`src/hw/rtl/tmedcal_pkg.sv`:
```
// Package for the touch sample median calibrator.
// Holds field widths, register reset values, status and register codes and
// the payload structs shared by all modules but the queue. No dependencies.
package tmedcal_pkg;

  localparam int NUM_SAMPLES  = 8;
  localparam int QUEUE_DEPTH  = 2;

  localparam int SAMPLE_W     = 12;
  localparam int SCALE_W      = 16;
  localparam int OFFSET_W     = 16;
  localparam int SCREEN_W     = 10;
  localparam int CFG_IDX_W    = 3;
  localparam int CFG_DATA_W   = 16;

  localparam int FRAC_W       = 14;  // Q2.14 gain
  localparam int OFFSET_SHIFT = 10;  // 1/16 pixel offset into 1/16384 units

  localparam logic [SAMPLE_W-1:0] SPREAD_LIMIT = SAMPLE_W'(5);
  localparam logic [SAMPLE_W-1:0] EDGE_Y       = SAMPLE_W'(2047);
  localparam logic [SCREEN_W-1:0] SCREEN_MAX   = SCREEN_W'(1023);

  localparam logic [SCALE_W-1:0]         X_SCALE_RST     = 16'd2929;
  localparam logic signed [OFFSET_W-1:0] X_OFFSET_RST    = -16'sd379;
  localparam logic [SCALE_W-1:0]         Y_SCALE_RST     = 16'd4094;
  localparam logic signed [OFFSET_W-1:0] Y_OFFSET_RST    = -16'sd210;
  localparam logic                       SWAP_AXES_RST   = 1'b0;
  localparam logic                       MIRROR_Y_RST    = 1'b1;
  localparam logic [SCREEN_W-1:0]        MIRROR_BASE_RST = 10'd480;

  typedef enum logic [1:0] {
    ST_OK     = 2'd0,
    ST_SPREAD = 2'd1,
    ST_EDGE   = 2'd2
  } status_e;

  typedef enum logic [CFG_IDX_W-1:0] {
    CFG_X_SCALE     = 3'd0,
    CFG_X_OFFSET    = 3'd1,
    CFG_Y_SCALE     = 3'd2,
    CFG_Y_OFFSET    = 3'd3,
    CFG_SWAP_AXES   = 3'd4,
    CFG_MIRROR_Y    = 3'd5,
    CFG_MIRROR_BASE = 3'd6
  } cfg_idx_e;

  typedef struct packed {
    logic [SAMPLE_W-1:0] x_sample;
    logic [SAMPLE_W-1:0] y_sample;
  } sample_t;

  typedef struct packed {
    status_e             status;
    logic [SAMPLE_W-1:0] raw_x;
    logic [SAMPLE_W-1:0] raw_y;
    logic [SCREEN_W-1:0] screen_x;
    logic [SCREEN_W-1:0] screen_y;
  } result_t;

  // Entry of the queue between front and back: a sample tagged with frame end.
  typedef struct packed {
    logic    last;
    sample_t smp;
  } qent_t;

  typedef struct packed {
    logic [SCALE_W-1:0]         x_scale;
    logic signed [OFFSET_W-1:0] x_offset;
    logic [SCALE_W-1:0]         y_scale;
    logic signed [OFFSET_W-1:0] y_offset;
    logic                       swap_axes;
    logic                       mirror_y;
    logic [SCREEN_W-1:0]        mirror_base;
  } cfg_t;

endpackage

```
`src/hw/rtl/touch_sample_median_calibrator_unit.sv`:
```
// Touch sample median calibrator, top level: config registers, front end,
// sample queue, sort/map back end and result queue. Uses tmedcal_pkg.
// Throughput: one sample beat per cycle unless the sample queue is full; a
// frame end is held in the sample queue until the previous frame has left
// the two-stage mapper and a result slot is free.
// Reset: counters and queues empty, config at defaults, sample rows not cleared.
module touch_sample_median_calibrator_unit #(
  parameter int NumSamples = tmedcal_pkg::NUM_SAMPLES,
  parameter int QueueDepth = tmedcal_pkg::QUEUE_DEPTH
) (
  input  logic                                clk_i,
  input  logic                                rst_ni,
  input  logic                                push,
  output logic                                full,
  input  tmedcal_pkg::sample_t                in_data_i,
  output logic                                empty,
  input  logic                                pop,
  output tmedcal_pkg::result_t                out_data_o,
  input  logic                                cfg_we_i,
  input  logic [tmedcal_pkg::CFG_IDX_W-1:0]   cfg_idx_i,
  input  logic [tmedcal_pkg::CFG_DATA_W-1:0]  cfg_wdata_i
);
  import tmedcal_pkg::*;

  cfg_t    cfg_q;
  logic    sq_push, sq_full, sq_pop, sq_empty;
  qent_t   sq_wdata, sq_rdata;
  logic    rq_push, rq_full;
  result_t rq_wdata;

  always_ff @(posedge clk_i or negedge rst_ni) begin
    if (!rst_ni) begin
      cfg_q.x_scale     <= X_SCALE_RST;
      cfg_q.x_offset    <= X_OFFSET_RST;
      cfg_q.y_scale     <= Y_SCALE_RST;
      cfg_q.y_offset    <= Y_OFFSET_RST;
      cfg_q.swap_axes   <= SWAP_AXES_RST;
      cfg_q.mirror_y    <= MIRROR_Y_RST;
      cfg_q.mirror_base <= MIRROR_BASE_RST;
    end else if (cfg_we_i) begin
      case (cfg_idx_e'(cfg_idx_i))
        CFG_X_SCALE:     cfg_q.x_scale     <= cfg_wdata_i[SCALE_W-1:0];
        CFG_X_OFFSET:    cfg_q.x_offset    <= $signed(cfg_wdata_i[OFFSET_W-1:0]);
        CFG_Y_SCALE:     cfg_q.y_scale     <= cfg_wdata_i[SCALE_W-1:0];
        CFG_Y_OFFSET:    cfg_q.y_offset    <= $signed(cfg_wdata_i[OFFSET_W-1:0]);
        CFG_SWAP_AXES:   cfg_q.swap_axes   <= cfg_wdata_i[0];
        CFG_MIRROR_Y:    cfg_q.mirror_y    <= cfg_wdata_i[0];
        CFG_MIRROR_BASE: cfg_q.mirror_base <= cfg_wdata_i[SCREEN_W-1:0];
        default: ;
      endcase
    end
  end

  tmedcal_front #(
    .NumSamples(NumSamples)
  ) u_front (
    .clk_i     (clk_i),
    .rst_ni    (rst_ni),
    .push_i    (push),
    .in_data_i (in_data_i),
    .full_o    (full),
    .q_full_i  (sq_full),
    .q_push_o  (sq_push),
    .q_data_o  (sq_wdata)
  );

  tmedcal_queue #(
    .Width($bits(qent_t)),
    .Depth(QueueDepth)
  ) u_sample_q (
    .clk_i   (clk_i),
    .rst_ni  (rst_ni),
    .push_i  (sq_push),
    .wdata_i (sq_wdata),
    .full_o  (sq_full),
    .pop_i   (sq_pop),
    .rdata_o (sq_rdata),
    .empty_o (sq_empty)
  );

  tmedcal_back #(
    .NumSamples(NumSamples)
  ) u_back (
    .clk_i      (clk_i),
    .rst_ni     (rst_ni),
    .cfg_i      (cfg_q),
    .q_empty_i  (sq_empty),
    .q_data_i   (sq_rdata),
    .q_pop_o    (sq_pop),
    .res_full_i (rq_full),
    .res_push_o (rq_push),
    .res_data_o (rq_wdata)
  );

  tmedcal_queue #(
    .Width($bits(result_t)),
    .Depth(QueueDepth)
  ) u_result_q (
    .clk_i   (clk_i),
    .rst_ni  (rst_ni),
    .push_i  (rq_push),
    .wdata_i (rq_wdata),
    .full_o  (rq_full),
    .pop_i   (pop),
    .rdata_o (out_data_o),
    .empty_o (empty)
  );

endmodule

```
`src/hw/rtl/tmedcal_queue.sv`:
```
// Small register FIFO, used between front and back and for results.
// Generic width and depth; no package dependency.
module tmedcal_queue #(
  parameter int Width = 8,
  parameter int Depth = 2
) (
  input  logic             clk_i,
  input  logic             rst_ni,
  input  logic             push_i,
  input  logic [Width-1:0] wdata_i,
  output logic             full_o,
  input  logic             pop_i,
  output logic [Width-1:0] rdata_o,
  output logic             empty_o
);

  localparam int PtrW = (Depth > 1) ? $clog2(Depth) : 1;
  localparam int CntW = $clog2(Depth + 1);

  logic [Width-1:0] mem_q [Depth];
  logic [PtrW-1:0]  wr_ptr_q, wr_ptr_d, rd_ptr_q, rd_ptr_d;
  logic [CntW-1:0]  cnt_q, cnt_d;
  logic             do_push, do_pop;

  assign full_o  = (cnt_q == CntW'(Depth));
  assign empty_o = (cnt_q == '0);
  assign do_push = push_i && !full_o;
  assign do_pop  = pop_i && !empty_o;
  assign rdata_o = mem_q[rd_ptr_q];

  always_comb begin
    wr_ptr_d = wr_ptr_q;
    rd_ptr_d = rd_ptr_q;
    cnt_d    = cnt_q;
    if (do_push) begin
      wr_ptr_d = (wr_ptr_q == PtrW'(Depth - 1)) ? '0 : wr_ptr_q + PtrW'(1);
    end
    if (do_pop) begin
      rd_ptr_d = (rd_ptr_q == PtrW'(Depth - 1)) ? '0 : rd_ptr_q + PtrW'(1);
    end
    if (do_push && !do_pop) begin
      cnt_d = cnt_q + CntW'(1);
    end else if (!do_push && do_pop) begin
      cnt_d = cnt_q - CntW'(1);
    end
  end

  always_ff @(posedge clk_i or negedge rst_ni) begin
    if (!rst_ni) begin
      wr_ptr_q <= '0;
      rd_ptr_q <= '0;
      cnt_q    <= '0;
    end else begin
      wr_ptr_q <= wr_ptr_d;
      rd_ptr_q <= rd_ptr_d;
      cnt_q    <= cnt_d;
    end
  end

  always_ff @(posedge clk_i) begin
    if (do_push) begin
      mem_q[wr_ptr_q] <= wdata_i;
    end
  end

endmodule

```
`src/hw/rtl/tmedcal_front.sv`:
```
// Front end: takes sample beats, counts them within a frame and tags the
// frame's last sample before it enters the sample queue. Uses tmedcal_pkg.
module tmedcal_front #(
  parameter int NumSamples = tmedcal_pkg::NUM_SAMPLES
) (
  input  logic                 clk_i,
  input  logic                 rst_ni,
  input  logic                 push_i,
  input  tmedcal_pkg::sample_t in_data_i,
  output logic                 full_o,
  input  logic                 q_full_i,
  output logic                 q_push_o,
  output tmedcal_pkg::qent_t   q_data_o
);
  import tmedcal_pkg::*;

  localparam int CntW = $clog2(NumSamples);

  logic [CntW-1:0] cnt_q, cnt_d;
  logic            last;

  assign full_o   = q_full_i;
  assign q_push_o = push_i && !q_full_i;
  assign last     = (cnt_q == CntW'(NumSamples - 1));

  always_comb begin
    q_data_o.last = last;
    q_data_o.smp  = in_data_i;
    cnt_d = cnt_q;
    if (q_push_o) begin
      cnt_d = last ? '0 : cnt_q + CntW'(1);
    end
  end

  always_ff @(posedge clk_i or negedge rst_ni) begin
    if (!rst_ni) begin
      cnt_q <= '0;
    end else begin
      cnt_q <= cnt_d;
    end
  end

endmodule

```
`src/hw/rtl/tmedcal_back.sv`:
```
// Back end: insertion-sorts each frame into two rows of cells, captures the
// middle pair, then checks, averages and maps through a two-stage pipeline.
// Uses tmedcal_pkg.
module tmedcal_back #(
  parameter int NumSamples = tmedcal_pkg::NUM_SAMPLES
) (
  input  logic                 clk_i,
  input  logic                 rst_ni,
  input  tmedcal_pkg::cfg_t    cfg_i,
  input  logic                 q_empty_i,
  input  tmedcal_pkg::qent_t   q_data_i,
  output logic                 q_pop_o,
  input  logic                 res_full_i,
  output logic                 res_push_o,
  output tmedcal_pkg::result_t res_data_o
);
  import tmedcal_pkg::*;

  localparam int CntW   = $clog2(NumSamples);
  localparam int MidLo  = NumSamples / 2 - 1;
  localparam int MidHi  = NumSamples / 2;
  localparam int ProdW  = SAMPLE_W + SCALE_W;
  localparam int AccW   = ProdW + 2;
  localparam int QuotW  = AccW - FRAC_W;

  // sorted rows, valid below index fill_q
  logic [SAMPLE_W-1:0] xs_q [NumSamples];
  logic [SAMPLE_W-1:0] ys_q [NumSamples];
  logic [SAMPLE_W-1:0] xs_d [NumSamples];
  logic [SAMPLE_W-1:0] ys_d [NumSamples];
  logic [NumSamples-1:0] gtx, gty;
  logic [CntW-1:0] fill_q, fill_d;

  logic                mid_v_q;
  logic [SAMPLE_W-1:0] xlo_q, xhi_q, ylo_q, yhi_q;

  logic                prod_v_q;
  logic [ProdW-1:0]    prodx_q, prody_q;
  status_e             st_q;
  logic [SAMPLE_W-1:0] rx_q, ry_q;

  logic [SAMPLE_W:0]   sumx, sumy;
  logic [SAMPLE_W-1:0] rx, ry, srcx, srcy;
  logic                okx, oky;
  status_e             st;
  logic [ProdW-1:0]    prodx, prody;

  logic signed [AccW-1:0]  offx, offy, accx, accy;
  logic signed [QuotW-1:0] qx, qy;
  logic [SCREEN_W-1:0]     mx, my;
  logic signed [SCREEN_W:0] mdiff;

  function automatic logic [SCREEN_W-1:0] clamp_screen(input logic signed [QuotW-1:0] v);
    logic [SCREEN_W-1:0] r;
    if (v < 0) begin
      r = '0;
    end else if (v > $signed({{(QuotW-SCREEN_W){1'b0}}, SCREEN_MAX})) begin
      r = SCREEN_MAX;
    end else begin
      r = v[SCREEN_W-1:0];
    end
    return r;
  endfunction

  // A frame end waits until the mapper is free and a result slot is open.
  assign q_pop_o = !q_empty_i &&
                   (!q_data_i.last || (!mid_v_q && !prod_v_q && !res_full_i));

  always_comb begin
    for (int k = 0; k < NumSamples; k++) begin
      gtx[k] = (CntW'(k) < fill_q) && (xs_q[k] > q_data_i.smp.x_sample);
      gty[k] = (CntW'(k) < fill_q) && (ys_q[k] > q_data_i.smp.y_sample);
    end
    for (int k = 0; k < NumSamples; k++) begin
      xs_d[k] = (gtx[k] || CntW'(k) == fill_q) ? q_data_i.smp.x_sample : xs_q[k];
      ys_d[k] = (gty[k] || CntW'(k) == fill_q) ? q_data_i.smp.y_sample : ys_q[k];
    end
    // cells above the insertion point shift up by one
    for (int k = 1; k < NumSamples; k++) begin
      if (gtx[k-1]) begin
        xs_d[k] = xs_q[k-1];
      end
      if (gty[k-1]) begin
        ys_d[k] = ys_q[k-1];
      end
    end
    fill_d = fill_q;
    if (q_pop_o) begin
      fill_d = q_data_i.last ? '0 : fill_q + CntW'(1);
    end
  end

  // stage 1: spread and edge check, mean, axis select, gain multiply
  always_comb begin
    sumx = {1'b0, xlo_q} + {1'b0, xhi_q};
    sumy = {1'b0, ylo_q} + {1'b0, yhi_q};
    rx   = sumx[SAMPLE_W:1];
    ry   = sumy[SAMPLE_W:1];
    okx  = (xhi_q - xlo_q) <= SPREAD_LIMIT;
    oky  = (yhi_q - ylo_q) <= SPREAD_LIMIT;
    if (!okx || !oky) begin
      st = ST_SPREAD;
    end else if (rx == '0 || ry == EDGE_Y) begin
      st = ST_EDGE;
    end else begin
      st = ST_OK;
    end
    srcx  = cfg_i.swap_axes ? ry : rx;
    srcy  = cfg_i.swap_axes ? rx : ry;
    prodx = ProdW'(srcx) * ProdW'(cfg_i.x_scale);
    prody = ProdW'(srcy) * ProdW'(cfg_i.y_scale);
  end

  // stage 2: offset, floor shift, clamp, mirror; a failed frame's fields are zeroed
  always_comb begin
    offx = $signed({{(AccW-OFFSET_W){cfg_i.x_offset[OFFSET_W-1]}}, cfg_i.x_offset});
    offy = $signed({{(AccW-OFFSET_W){cfg_i.y_offset[OFFSET_W-1]}}, cfg_i.y_offset});
    accx = $signed({2'b00, prodx_q}) + (offx <<< OFFSET_SHIFT);
    accy = $signed({2'b00, prody_q}) + (offy <<< OFFSET_SHIFT);
    qx   = accx[AccW-1:FRAC_W];
    qy   = accy[AccW-1:FRAC_W];
    mx   = clamp_screen(qx);
    my   = clamp_screen(qy);
    mdiff = $signed({1'b0, cfg_i.mirror_base}) - $signed({1'b0, my});
    if (cfg_i.mirror_y) begin
      my = (mdiff < 0) ? '0 : mdiff[SCREEN_W-1:0];
    end
    res_push_o = prod_v_q;
    res_data_o.status = st_q;
    if (st_q == ST_OK) begin
      res_data_o.raw_x    = rx_q;
      res_data_o.raw_y    = ry_q;
      res_data_o.screen_x = mx;
      res_data_o.screen_y = my;
    end else begin
      res_data_o.raw_x    = '0;
      res_data_o.raw_y    = '0;
      res_data_o.screen_x = '0;
      res_data_o.screen_y = '0;
    end
  end

  always_ff @(posedge clk_i or negedge rst_ni) begin
    if (!rst_ni) begin
      fill_q   <= '0;
      mid_v_q  <= 1'b0;
      prod_v_q <= 1'b0;
    end else begin
      fill_q   <= fill_d;
      mid_v_q  <= q_pop_o && q_data_i.last;
      prod_v_q <= mid_v_q;
    end
  end

  always_ff @(posedge clk_i) begin
    if (q_pop_o) begin
      xs_q <= xs_d;
      ys_q <= ys_d;
    end
    if (q_pop_o && q_data_i.last) begin
      xlo_q <= xs_d[MidLo];
      xhi_q <= xs_d[MidHi];
      ylo_q <= ys_d[MidLo];
      yhi_q <= ys_d[MidHi];
    end
    if (mid_v_q) begin
      prodx_q <= prodx;
      prody_q <= prody;
      st_q    <= st;
      rx_q    <= rx;
      ry_q    <= ry;
    end
  end

endmodule
```
`config.mk`:
```
export PLATFORM = sky130hd
export DESIGN_NAME = touch_sample_median_calibrator_unit
export DESIGN_NICKNAME = d
export VERILOG_FILES = /design/src/hw/rtl/tmedcal_pkg.sv /design/src/hw/rtl/touch_sample_median_calibrator_unit.sv /design/src/hw/rtl/tmedcal_queue.sv /design/src/hw/rtl/tmedcal_front.sv /design/src/hw/rtl/tmedcal_back.sv
export SDC_FILE = /design/constraint.sdc
export NUM_CORES = 2
export LEC_CHECK = 0
export BUFFER_PORTS_ARGS = -buffer_cell sky130_fd_sc_hd__buf_2
export CAP_MARGIN = 0
export CORE_MARGIN = 2
export CORE_UTILIZATION = 60
export CTS_CLUSTER_DIAMETER = 40
export CTS_CLUSTER_SIZE = 28
export DETAILED_ROUTE_END_ITERATION = 16
export PLACE_DENSITY_LB_ADDON = 0.15
export SLEW_MARGIN = 30
export SYNTH_ARGS = -nofsm -noshare
export SYNTH_HDL_FRONTEND = slang
export SYNTH_HIERARCHICAL = 1
export SYNTH_SLANG_ARGS = --single-unit
export TNS_END_PERCENT = 5
```
`constraint.sdc`:
```
create_clock -name clk_i -period 8.6 [get_ports clk_i]
set_input_delay 1.72 -clock clk_i [delete_from_list [all_inputs] [get_ports clk_i]]
set_output_delay 1.72 -clock clk_i [all_outputs]
set_load 0.03 [all_outputs]
```
* Yosys cells after proc, flatten, opt, wreduce, memory -nomap -nowiden *
Memory sizes are Yosys's and may differ from the RTL's.
Index checks and enable logic that the tools add are counted.

word-level totals
  register bits after elaboration = 342
  bits in writable memories = 142
  input bits = 48
  output and inout port bits = 48
  logic and storage cells = 207
  memories = 2

operators by class
  add/subtract/negate cells = 17
  multipliers = 2
  order comparisons = 22
  equal/unequal tests = 14
  multiplexer cells = 40
  reductions and logical operators = 74

memory list
  memory            words  width  read ports  clocked after Yosys merged registers in  write ports  RTL line             text
  u_result_q.mem_q  2      46     1           0                                        1            tmedcal_queue.sv:20  logic [Width-1:0] mem_q [Depth];
  u_sample_q.mem_q  2      25     1           0                                        1            tmedcal_queue.sv:20

operator list
  operator                count
  $mux W12                18
  $gt A12 B12 Y1          10
  $add A29 B26 Y30        2
  $mux W10                6
  $mul A12 B16 Y28        2
  $mux W44                1
  $gt A16 B11 Y1 const B  2
  $lt A16 B1 Y1 const B   2
  $add A12 B12 Y13        2
  $reduce_and A2 Y1       13
  $le A12 B3 Y1 const B   2
  $sub A12 B12 Y12        2
  $logic_and A1 B1 Y1     23
  $logic_not A1 Y1        13
  $logic_or A1 B1 Y1      13
  $eq A12 B11 Y1 const B  1
  $eq A3 B3 Y1 const B    4
  $logic_not A12 Y1       1
  $reduce_bool A2 Y1      6
  $lt A11 B1 Y1 const B   1
  $sub A10 B10 Y11        1
  $mux W2                 5
  $mux W1                 8
  $add A3 B1 Y3 const B   2
  other kinds (15)        29

* Depth between registers and ports, before layout *
  word-level depth = 9
  gate-level depth with buffers = 33
  mapped depth without buffers = 31

* Hierarchy *
The synthesis kept the hierarchy.

by module, submodules not included
  module                               instances  cells an instance  area each (um^2)  seq. area each (um^2)
  tmedcal_back                         1          2842               27765.4           7031.7
  tmedcal_queue at u_result_q          1          162                3639.7            2862.7
  touch_sample_median_calibrator_unit  1          166                3090.5            1958.1
  tmedcal_queue at u_sample_q          1          97                 2102.0            1601.5
  tmedcal_front                        1          36                 357.8             75.1

* Least setup slack after synthesis *
Ideal clock, no wire load.

  kind = flip-flop to flip-flop
  start point = reg u_back.ylo_q[0]
  end point = reg u_back.prodx_q[27], data pin
  setup time = 260 ps
  arrival time = 7129 ps
  data required time = 8340 ps
  setup slack = 1211 ps
  stages on the path, launching flop included = 28
  path buffers = 1
  clock period less this slack = 7389 ps
  path through = edfxtp_1 -> ha_1 -> fa_1 -> nand2b_1 -> a221o_1 -> a21oi_1 -> a221o_1 -> or4_1 -> o221ai_1 -> a21oi_1 -> buf_2 -> and2_1 -> fa_1 -> fa_1 -> fa_1 -> fa_1 -> inv_1 -> fa_1 -> inv_1 -> ha_1 -> a2111o_1 -> o22ai_1 -> nor3_1 -> a22o_1 -> o41a_1 -> a21oi_2 -> o21bai_1 -> xnor2_1

between the ends
  longest elaborated chain between the ends = 3

ends and longest elaborated chain
  item                      RTL line             text
  start: declaration        tmedcal_back.sv:35   logic [SAMPLE_W-1:0] xlo_q, xhi_q, ylo_q, yhi_q;
  start signal: assignment  tmedcal_back.sv:163  ylo_q <= ys_d[MidLo];
  $add A12 B12 Y13          tmedcal_back.sv:96   sumy = {1'b0, ylo_q} + {1'b0, yhi_q};
  $mux W12                  tmedcal_back.sv:108  srcx = cfg_i.swap_axes ? ry : rx;
  $mul A12 B16 Y28          tmedcal_back.sv:110  prodx = ProdW'(srcx) * ProdW'(cfg_i.x_scale);
  via u_back.prodx[27]      tmedcal_back.sv:46   logic [ProdW-1:0] prodx, prody;
  end signal: assignment    tmedcal_back.sv:167  prodx_q <= prodx;
  end: declaration          tmedcal_back.sv:38   logic [ProdW-1:0] prodx_q, prody_q;

The timed path passes the listed nets, and every way through them passes these cells.
A chain may end at the register's enable or synchronous reset.

* Worst setup path after layout *
  start point = reg u_back.ylo_q[1]
  end point = reg u_back.prodx_q[27], data pin

between the ends
  longest elaborated chain between the ends = 3

ends and longest elaborated chain
  item                  RTL line             text
  $add A12 B12 Y13      tmedcal_back.sv:96
  via u_back.sumy[11]   tmedcal_back.sv:42   logic [SAMPLE_W:0] sumx, sumy;
  $mux W12              tmedcal_back.sv:108
  $mul A12 B16 Y28      tmedcal_back.sv:110
  via u_back.prodx[27]  tmedcal_back.sv:46

The timed path passes the listed nets, and every way through them passes these cells.

==> out/results.txt <==
Seq/Total Area, Yosys = 36.6%
Core ar. = 60600 µm²
Fin. max-slew vios = 0
RSZ-0062 raised after global routing = false
Ranking of synthesized cells by area = edfxtp_1, fa_1, ha_1
Half-perimeter wire length after placement = 63200 µm
Post-layout minimum cycle time = 8080 ps
Setup TNS = 0 ps
Largest net degree at the start of global routing = 54
Global-route wire length before repair = 133000 µm
Final setup viols = 0
Area share of the largest cell type after synthesis = 30.2%
Ys flop type = edfxtp_1
Leading area contributor after synthesis = edfxtp_1
Critical Path Max Stage Delay = 610 ps
# fillers = 4539
Ant diodes = 0
Post-synthesis async set-or-reset flop share = 19.8%
Relative slew slack = 39.5%
Max Cap Viol = 0
Cell with the most instances after synthesis = inv_1
Via count = 24.2k
Post-Synth Adder-Cell Area = 26.9%
CP bufs+invs = 3
Initial antenna violation count = 0
Hold Startpoint = u_result_q/rd_ptr_q
F_max = 0.124 GHz
Compound-cell area share of the yosys netlist = 7.20%
Final period util = 93.9%
Hold Path Class = register to register
Clock latency at the later pin of the worst-skew pair = 620 ps
Post-CTS resize count = 0
GR Util All Layers = 26.8%
DR pass1 iterations = 5
Die Width = 252 µm
Max FO, Critical Path = 16
Crit-path most repeated cell = fa_1
TritonCTS buffer count = 72
FP Rows = 90
#FFs+latches synth = 464
Post-CTS Setup Inserts = 0
Vias/cell = 5.75
Hold Buf Count CTS = 0
Post-synthesis xor/xnor area fraction = 2.48%
Startpoint types = register
Final GP Congestion = 0.871
Setup ws final = 523 ps
Multiplexer share of the synthesized area = 8.44%
Worst R2R Start = u_back/ylo_q[1]
Total of warnings raised by yosys = 6
Critical Path AT = 8430 ps
Syn_nets = 3977
Final Hold Viols = 0
Number of global-route vias before repair = 25.5k
H-tree depth = 3
Die height = 252 µm
CTS tree = built
Post-route insts no fill = 4211
Clock Sinks = 464
Area growth from synthesis to layout = 9.73%
Final ANT Viol Nets = 0
WS Path Type = register to register
Port-buffer cells = 95
Drt drc = 0
Post-synth EDFFs = 372
Placed cell count = 4078
Pre-CTS setup slack = 501 ps
Most common library cells after synthesis = inv_1, edfxtp_1, ha_1, nand2_1, fa_1
Fraction of the mapped netlist area in simple logic gates = 11.8%
Post-synthesis cell count = 3303
Worst path required time = 8960 ps
Post-layout nets = 4044
CP delay by family, top = adder cells
DRT iter0 DRCs = 1361
CTS Buffer Depth = 3
Yosys cell types = 91
Initial Util = 61.0%
Remaining global-route overflow = 0
Total Wirelength = 83300 µm
CTS root buffer = clkbuf_16
Cell area after synthesis = 37000 µm²
Crit end category = register
Status = completed
Worst path slowest cell = a2111oi_1
Avg WL per Cell = 19.8 µm
Final setup skew = 30.6 ps
Die ar. = 63600 µm²
Slew @ Worst Pin = 908 ps
Ports = 96
Crit path from = u_back/ylo_q[1]
Worst-path clk slew = 60 ps
Share of layout cells above drive strength 1 = 16.4%
Largest family of logic cells by synthesized area = adder cells
Mean Syn Cell Area = 11.2 µm²
[stage by stage]
stage	cell area (µm²)	utilization, %	hold WS, ps
2_1_floorplan	37000	-	461
3_3_place_gp	37900	62.6	465
3_5_place_dp	37900	62.6	465
4_1_cts	40500	66.9	476
5_1_grt	40600	66.9	494
6_report	40600	66.9	473
[final cells by class]
cell class | instances | area, µm² | area share, %
Clock buffer | 77 | 1860 | 4.59
Clock inverter | 56 | 767 | 1.89
Inverter | 440 | 1650 | 4.07
Multi-Input combinational cell | 2265 | 21000 | 51.9
Sequential cell | 464 | 13500 | 33.4
Tap cell | 782 | 978 | 2.41
Timing Repair Buffer | 127 | 718 | 1.77
[registers in the layout, indices dropped and copies added (netlist names)]
name,flops
u_back/res_push_o,1
u_back/yhi_q,12
u_back/ys_q,60
u_result_q/mem_q,92
u_back/xhi_q,12
u_back/rx_q,12
u_sample_q/mem_q,50
u_result_q/cnt_q,2
u_result_q/rd_ptr_q,1
u_back/ylo_q,12
u_back/prody_q,18
u_back/ry_q,12
u_back/xlo_q,12
u_back/st_q,2
u_sample_q/wr_ptr_q,1
u_sample_q/rd_ptr_q,1
u_result_q/wr_ptr_q,1
u_back/mid_v_q,1
u_front/cnt_q,3
u_back/prodx_q,18
u_back/xs_q,60
u_back/fill_q,3
cfg_q,76
u_sample_q/cnt_q,2
[metal layers]
layer	GRT usage, %	wire length [µm]	vias up
met5	0	0	-
met4	9.91	2860	0
met3	3.59	4370	140
met2	47.1	41700	705
met1	33.8	34400	12000
li1	-	-	11300
[path summary, 6_finish.rpt]
check,cells past startpoint,end,slack (ps)
min in group asynchronous,1,u_sample_q/wr_ptr_q,1180
max reg2reg,28,u_back/prodx_q[27],520
max,28,u_back/prodx_q[27],520
min reg2reg,1,u_result_q/rd_ptr_q,470
max in group asynchronous,2,cfg_q[28],6210
min,1,u_result_q/rd_ptr_q,470
[cells by family after synthesis]
| family | Yosys count |
|---|---|
| flip-flops | 464 |
| multiplexers | 254 |
| adder cells (fa/ha/maj) | 626 |
| buffers and inverters | 574 |
| AND/OR/NAND/NOR | 860 |
| XOR/XNOR | 103 |
| AO/OA/AOI/OAI | 422 |
[placed cells by master (no fill, tap or decap), types with 69 or more instances in the layout]
master	count
o21ai_0	121
edfxtp_1	372
buf_2	94
mux2_2	128
inv_1	438
clkbuf_16	73
mux2_4	83
nor2_1	119
and2_1	193
ha_1	343
xnor2_1	69
fa_1	283
a21oi_1	113
nand2_1	323
[worst reg2reg max path, delay by kind of cell, from the launching register on]
kind,cells,cell delay [ps]
buf+inv,3,170
simple gates,3,530
flops,1,450
fa+ha+maj,7,3200
compound gates,13,3010
xor+xnor,2,450
Power is left out: the tool's default activity adds up to more than one toggle a clock period on the data nets, which glitch-free logic cannot reach.
